<file path="src/hw/rtl/plb_pkg.sv">
`timescale 1ns / 1ps

package plb_pkg;

  // Default sizes of the book.
  localparam int unsigned BOOK_DEPTH_DEF = 5;
  localparam int unsigned NUM_SEC_DEF    = 16;
  // Most swept-level prints that one trade reports before its final print.
  localparam int unsigned MAX_PRINTS     = 5;

  localparam logic signed [31:0] INVALID_PRICE = 32'sh8000_0000;
  localparam logic signed [31:0] MAX_SIZE      = 32'sh7fff_ffff;

  // Function codes.
  localparam logic [1:0] FUNC_NEW    = 2'd0;
  localparam logic [1:0] FUNC_CHANGE = 2'd1;
  localparam logic [1:0] FUNC_TRADE  = 2'd2;

  // Side codes; any other code is taken as no information.
  localparam logic [1:0] SIDE_BUY  = 2'd0;
  localparam logic [1:0] SIDE_SELL = 2'd1;
  localparam logic [1:0] SIDE_NONE = 2'd2;

  // Notification codes.
  localparam logic [2:0] NTF_NONE  = 3'd0;
  localparam logic [2:0] NTF_L1P   = 3'd1;
  localparam logic [2:0] NTF_L1S   = 3'd2;
  localparam logic [2:0] NTF_L2    = 3'd3;
  localparam logic [2:0] NTF_PRINT = 3'd4;

  // Bit positions of the per-security change flags.
  localparam int unsigned FL_L1P   = 0;
  localparam int unsigned FL_L1S   = 1;
  localparam int unsigned FL_DEEP  = 2;
  localparam int unsigned FL_READY = 3;

  typedef struct packed {
    logic [1:0]         func;
    logic [3:0]         security;
    logic [1:0]         side;
    logic [3:0]         level;
    logic signed [31:0] price;
    logic [30:0]        size;
    logic [15:0]        order_count;
    logic               intermediate;
  } item_t;

  typedef struct packed {
    logic [2:0]         notify;
    logic               deep_changed;
    logic               book_ready;
    logic signed [31:0] best_bid_price;
    logic signed [31:0] best_bid_size;
    logic [15:0]        best_bid_orders;
    logic signed [31:0] best_ask_price;
    logic signed [31:0] best_ask_size;
    logic [15:0]        best_ask_orders;
    logic signed [31:0] print_price;
    logic [30:0]        print_size;
    logic               last;
  } result_t;

  typedef struct packed {
    logic signed [31:0] price;
    logic [30:0]        size;
    logic [15:0]        orders;
  } level_t;

  typedef struct packed {
    logic signed [31:0] price;
    logic signed [31:0] size;
    logic [15:0]        orders;
  } best_t;

  typedef struct packed {
    logic signed [31:0] price;
    logic signed [31:0] size;
  } expect_t;

  // Commands from the controller to the datapath.
  typedef struct packed {
    logic       capture;
    logic       rd;
    logic       ld;
    logic       q1;
    logic       q2;
    logic       ts;
    logic       tf;
    logic       wr;
    logic       emit;
    logic [2:0] emit_idx;
  } ctl_cmd_t;

  // Status from the datapath to the controller.
  typedef struct packed {
    logic sec_ok;
    logic is_trade;
    logic is_quote;
    logic scan_done;
    logic emit_last;
  } ctl_sts_t;

endpackage

</file>
<file path="src/hw/rtl/plb_ctrl.sv">
`timescale 1ns / 1ps

module plb_ctrl (
  input  logic              clk_i,
  input  logic              rst_ni,
  input  logic              start,
  output logic              busy,
  input  plb_pkg::ctl_sts_t sts_i,
  output plb_pkg::ctl_cmd_t cmd_o
);

  typedef enum logic [8:0] {
    S_IDLE = 9'b000000001,
    S_RD   = 9'b000000010,
    S_LD   = 9'b000000100,
    S_Q1   = 9'b000001000,
    S_Q2   = 9'b000010000,
    S_TS   = 9'b000100000,
    S_TF   = 9'b001000000,
    S_WR   = 9'b010000000,
    S_EMIT = 9'b100000000
  } state_e;

  state_e     state_q, state_d;
  logic [2:0] emit_idx_q, emit_idx_d;

  // Next state, emit counter and command decode.
  always_comb begin
    state_d    = state_q;
    emit_idx_d = emit_idx_q;
    cmd_o      = '0;
    cmd_o.emit_idx = emit_idx_q;
    unique case (state_q)
      S_IDLE: begin
        if (start) begin
          cmd_o.capture = 1'b1;
          state_d = S_RD;
        end
      end
      S_RD: begin
        cmd_o.rd = 1'b1;
        state_d  = S_LD;
      end
      S_LD: begin
        cmd_o.ld = 1'b1;
        if (!sts_i.sec_ok || (!sts_i.is_trade && !sts_i.is_quote)) begin
          state_d = S_EMIT;
        end else if (sts_i.is_trade) begin
          state_d = S_TS;
        end else begin
          state_d = S_Q1;
        end
      end
      S_Q1: begin
        cmd_o.q1 = 1'b1;
        state_d  = S_Q2;
      end
      S_Q2: begin
        cmd_o.q2 = 1'b1;
        state_d  = S_WR;
      end
      S_TS: begin
        cmd_o.ts = 1'b1;
        if (sts_i.scan_done) begin
          state_d = S_TF;
        end
      end
      S_TF: begin
        cmd_o.tf = 1'b1;
        state_d  = S_WR;
      end
      S_WR: begin
        cmd_o.wr = 1'b1;
        state_d  = S_EMIT;
      end
      S_EMIT: begin
        cmd_o.emit = 1'b1;
        if (sts_i.emit_last) begin
          emit_idx_d = '0;
          state_d    = S_IDLE;
        end else begin
          emit_idx_d = 3'(emit_idx_q + 3'd1);
        end
      end
      default: begin
        state_d = S_IDLE;
      end
    endcase
  end

  assign busy = (state_q != S_IDLE);

  // State registers.
  always_ff @(posedge clk_i or negedge rst_ni) begin
    if (!rst_ni) begin
      state_q    <= S_IDLE;
      emit_idx_q <= '0;
    end else begin
      state_q    <= state_d;
      emit_idx_q <= emit_idx_d;
    end
  end

  // An accepted item always starts with a read of its security's row.
  a_accept_reads : assert property (@(posedge clk_i) disable iff (!rst_ni)
    (state_q == S_IDLE && start) |=> state_q == S_RD)
    else $error("accepted item did not start a read");

  // The final beat of an item returns the controller to idle.
  a_last_idles : assert property (@(posedge clk_i) disable iff (!rst_ni)
    (state_q == S_EMIT && sts_i.emit_last) |=> (state_q == S_IDLE && emit_idx_q == 3'd0))
    else $error("controller did not return to idle after the final beat");

  // No item produces more beats than the print limit plus its final beat.
  a_emit_bound : assert property (@(posedge clk_i) disable iff (!rst_ni)
    (state_q == S_EMIT) |-> (emit_idx_q <= 3'(plb_pkg::MAX_PRINTS)))
    else $error("too many result beats for one item");

endmodule

</file>
<file path="config.mk">
export PLATFORM = sky130hd
export DESIGN_NAME = plb_ctrl
export DESIGN_NICKNAME = d
export VERILOG_FILES = /design/src/hw/rtl/plb_pkg.sv /design/src/hw/rtl/plb_ctrl.sv
export SDC_FILE = /design/constraint.sdc
export NUM_CORES = 1
export LEC_CHECK = 0
export BUFFER_PORTS_ARGS = -buffer_cell sky130_fd_sc_hd__buf_2
export CAP_MARGIN = 20
export CORE_MARGIN = 2
export CORE_UTILIZATION = 49
export CTS_BUF_LIST = sky130_fd_sc_hd__clkbuf_4 sky130_fd_sc_hd__clkbuf_8 sky130_fd_sc_hd__clkbuf_16
export DETAILED_ROUTE_END_ITERATION = 8
export GPL_TIMING_DRIVEN = 0
export PLACE_DENSITY = 0.83
export REMOVE_ABC_BUFFERS = 1
export SYNTH_ARGS = -nofsm -noshare
export SYNTH_HDL_FRONTEND = slang
export SYNTH_SLANG_ARGS = --single-unit
</file>
<file path="constraint.sdc">
create_clock -name clk_i -period 2.14 [get_ports clk_i]
set_input_delay 0.428 -clock clk_i [delete_from_list [all_inputs] [get_ports clk_i]]
set_output_delay 0.428 -clock clk_i [all_outputs]
set_load 0.01 [all_outputs]
</file>
==> results.md <==
- Compound-Gate Fraction of Synth Area: 0.1208
- H-tree levels: 1
- Layout cells sized above 1: 0.5161
- Reg2reg path depth: 6
- Cts bufs inserted: 3
- Clk sink count: 12
- Drt pass-1 iters: 4
- Hold buffers post-CTS: 0
- Setup TNS: 0 ns
- Synth Area in XOR/XNOR: 0.02487
- Synth top area cells: dfrtp_1 39%, dfstp_2 3.7%, nor4_1 3.6%, nor4b_4 3.4%, nor2_1 3.2%
- Filler cells: between 100 and 150
- Slowest-stage cell, CP: dfrtp_2
- Hold_ws: approximately 0.010 ns
- Critical Path Fanout Max: 6
- Initial antenna violation count: 0
- DRT iter0 DRCs: 9
- Launching point of the worst reg2reg path: state_q[1]
- GRT overflow: 0
- Full die area: ~1800 um^2
- Endpoint class of the critical path: output pin
- Maximum operating frequency: 478.4 MHz
- Crit path launch type: flop
- Outcome: finished clean
- Hold Vio Cnt, Final: 0
- Req. time, crit path: around 1.7 ns
- Cell taking the most area after synthesis: dfrtp_1
- Yosys reg bits: 12
- Post-synthesis simple-gate area fraction: 0.3641
- FFs w/ async S/R, synth: 1.000
- Core Area: ~1300 um^2
- Vias: 625
- Largest net degree at the start of global routing: 13
- Port Buffers: 20
- First-pass GRT wire length: around 2.4 mm
- CTS clk-pin slew, worst paths: about 0.070 ns
- Seq/Total Area, Yosys: 0.4281
- DR WL/cell: approximately 14 um
- Critical Path AT: roughly 1.7 ns
- Crit share post-route: 0.9768
- EDFF count, synth: 0
- Synth unique cells: 32
- VDD IR max: approximately 0.7 mV
- Gate Count Post-Synth: 65
- Power per cell area: roughly 1000 nW/um^2
- Most instantiated library cell after synthesis: dfrtp_1
- Most used DFF post-synth: dfrtp_1
- Post-Synthesis Cell Area: 704.4 um^2
- Mux contribution to synthesized area: 0
- Synth-to-layout area growth: 30.55%
- Bufs on Longest Clock Path: 2
- Total I/O pin count: 21
- Post-route ant nets: 0
- Synth top area share: 0.3908
- Hold Crit Class: primary input to asynchronous set/reset pin
- Count of pins over their slew limit: 0
- R2R Path End: state_q[5]
- Synth warn: 0
- Clk_lat worst skew: about 0.27 ns
- Number of global-route vias before repair: 570
- Setup CP Type: flop to output pin
- Post-Synth Adder-Cell Area: 0.01776
- DRC viols: 0
- Vert. Die Dim: 41.92 um
- CP max stage delay: ~0.45 ns
- Vias per std cell: just under 6
- Detailed-placement wirelength estimate: roughly 1.1 mm
- Die Wd: 41.92 um
- Setup Skew: between 0.004 and 0.005 ns
- CTS tree: yes
- Tot GR Track Use: 0.1825
- Initial Utilization: 0.5347
- WL final: roughly 1.5 mm
- Worst path buffer plus inverter count: 2
- Relative slew slack: 0.7075
- Pre-CTS setup slack: between 0.15 and 0.2 ns
- Setup repair after global routing missed its margin: yes
- Leakage power total: 0.4379 nW
- Cell family with most CP delay: simple AND/OR/NAND/NOR gates
- Crit-path cells: nor4_4, buf_4, nand2_4, nor4b_4, buf_2
- Largest family of logic cells by synthesized area: simple AND/OR/NAND/NOR gates
- Antenna Cells: 0
- Final net count: between 100 and 150
- Worst slew pin tran: around 0.44 ns
- Routability congestion estimate: roughly 0.8
- Max-cap violations: 0
- Num rows: 13
- Most instantiated cells after synthesis: 11 x dfrtp_1, 6 x nor2_1, 4 x inv_1, 4 x nor4_1
- Utilization after layout: 0.6980
- Min Tclk post-route: ~2.1 ns
- Syn Area/Cell: approximately 11 um^2
- Fin worst setup slack: between 0.04 and 0.05 ns
- Clk Tree Root Cell: clkbuf_4
- Worst R2R Setup Slack: 0.58 ns
- Final-report setup violation count: 0
-- worst max-delay path by stage --
stage	from	end	slack, ns	depth (start not counted)
floorplan	state_q[4]	cmd_o[8]	0.30	3
global placement	state_q[4]	cmd_o[6]	0.21	4
detailed placement	state_q[4]	cmd_o[6]	0.18	4
CTS	state_q[8]	cmd_o[10]	0.003	4
global route	state_q[1]	cmd_o[11]	-0.08	5
finish	state_q[1]	cmd_o[6]	0.05	5
-- metal layers --
metal,vias to the layer above,GRT usage,share of wire,wire [um]
met5,-,0,0,0
met4,0,0.03871,0.0061,9
met3,2,0.07826,0.057,83
met2,19,0.2969,0.52,761
met1,300,0.2244,0.42,614
li1,304,-,-,-
-- where the power goes --
group          leakage [nW]  internal (mW)  switching (mW)  total (mW)
Clock                0.0210          0.103          0.0740       0.178
Sequential            0.143          0.282          0.0527       0.334
Combinational         0.274          0.206           0.222       0.428
-- worst reg2reg max path: stages (launching register included) --
cell	delay (ns)
dfrtp_2	0.45
nor4_4	0.27
buf_4	0.17
nand2_4	0.06
nor4b_4	0.27
buf_4	0.15
a32o_2	0.12
-- cell type report --
| type | count | area (um^2) | share of cell area |
|---|---|---|---|
| Clock buffer | 4 | 36.28 | 0.03946 |
| Inverter | 4 | 15.01 | 0.01633 |
| Multi-Input combinational cell | 47 | 395.4 | 0.4299 |
| Sequential cell | 12 | 309.0 | 0.3361 |
| Tap cell | 15 | 18.77 | 0.02041 |
| Timing Repair Buffer | 26 | 145.1 | 0.1578 |
-- state kept, by name, indices dropped and copies added, names as in the netlist --
| register | flops |
|---|---|
| state_q | 9 |
| emit_idx_q | 3 |
-- through the flow --
stage               power, mW  instances  instance area [um^2]
CTS                    0.8713        104                 863.3
global route            1.014        108                 919.6
detailed placement     0.6680         98                 807.0
finish                 0.9399        108                 919.6
global placement       0.6502         98                 807.0
floorplan              0.5615         63                 688.2
-- what timing repair did --
item	in CTS	in global routing
buffers inserted	2	4
pin swaps	2	3
resized for setup	3	8
gates cloned	0	0
endpoints found under the setup margin	6	9
-- logic make-up after synthesis --
family	after synthesis
adder cells (fa/ha/maj)	1
AO/OA/AOI/OAI	11
flip-flops	12
XOR/XNOR	2
AND/OR/NAND/NOR	33
buffers and inverters	6
-- cells in the final DEF (no fill, tap or decap), drive strengths merged --
cell      n
nand3     1
o21ai     3
xnor2     2
dfstp     1
nor4      5
nand2b    3
dfrtp    11
nand2     4
nor3      2
inv       4
a2bb2oi   2
a21o      1
nor2      6
or4b      2
and2      1
nand4b    1
nor3b     2
o32ai     1
clkbuf    4
nor4b     4
and4b     2
ha        1
buf      26
a31oi     1
a211o     2
a32o      1
Note: power is estimated with default switching activity, not from simulation.
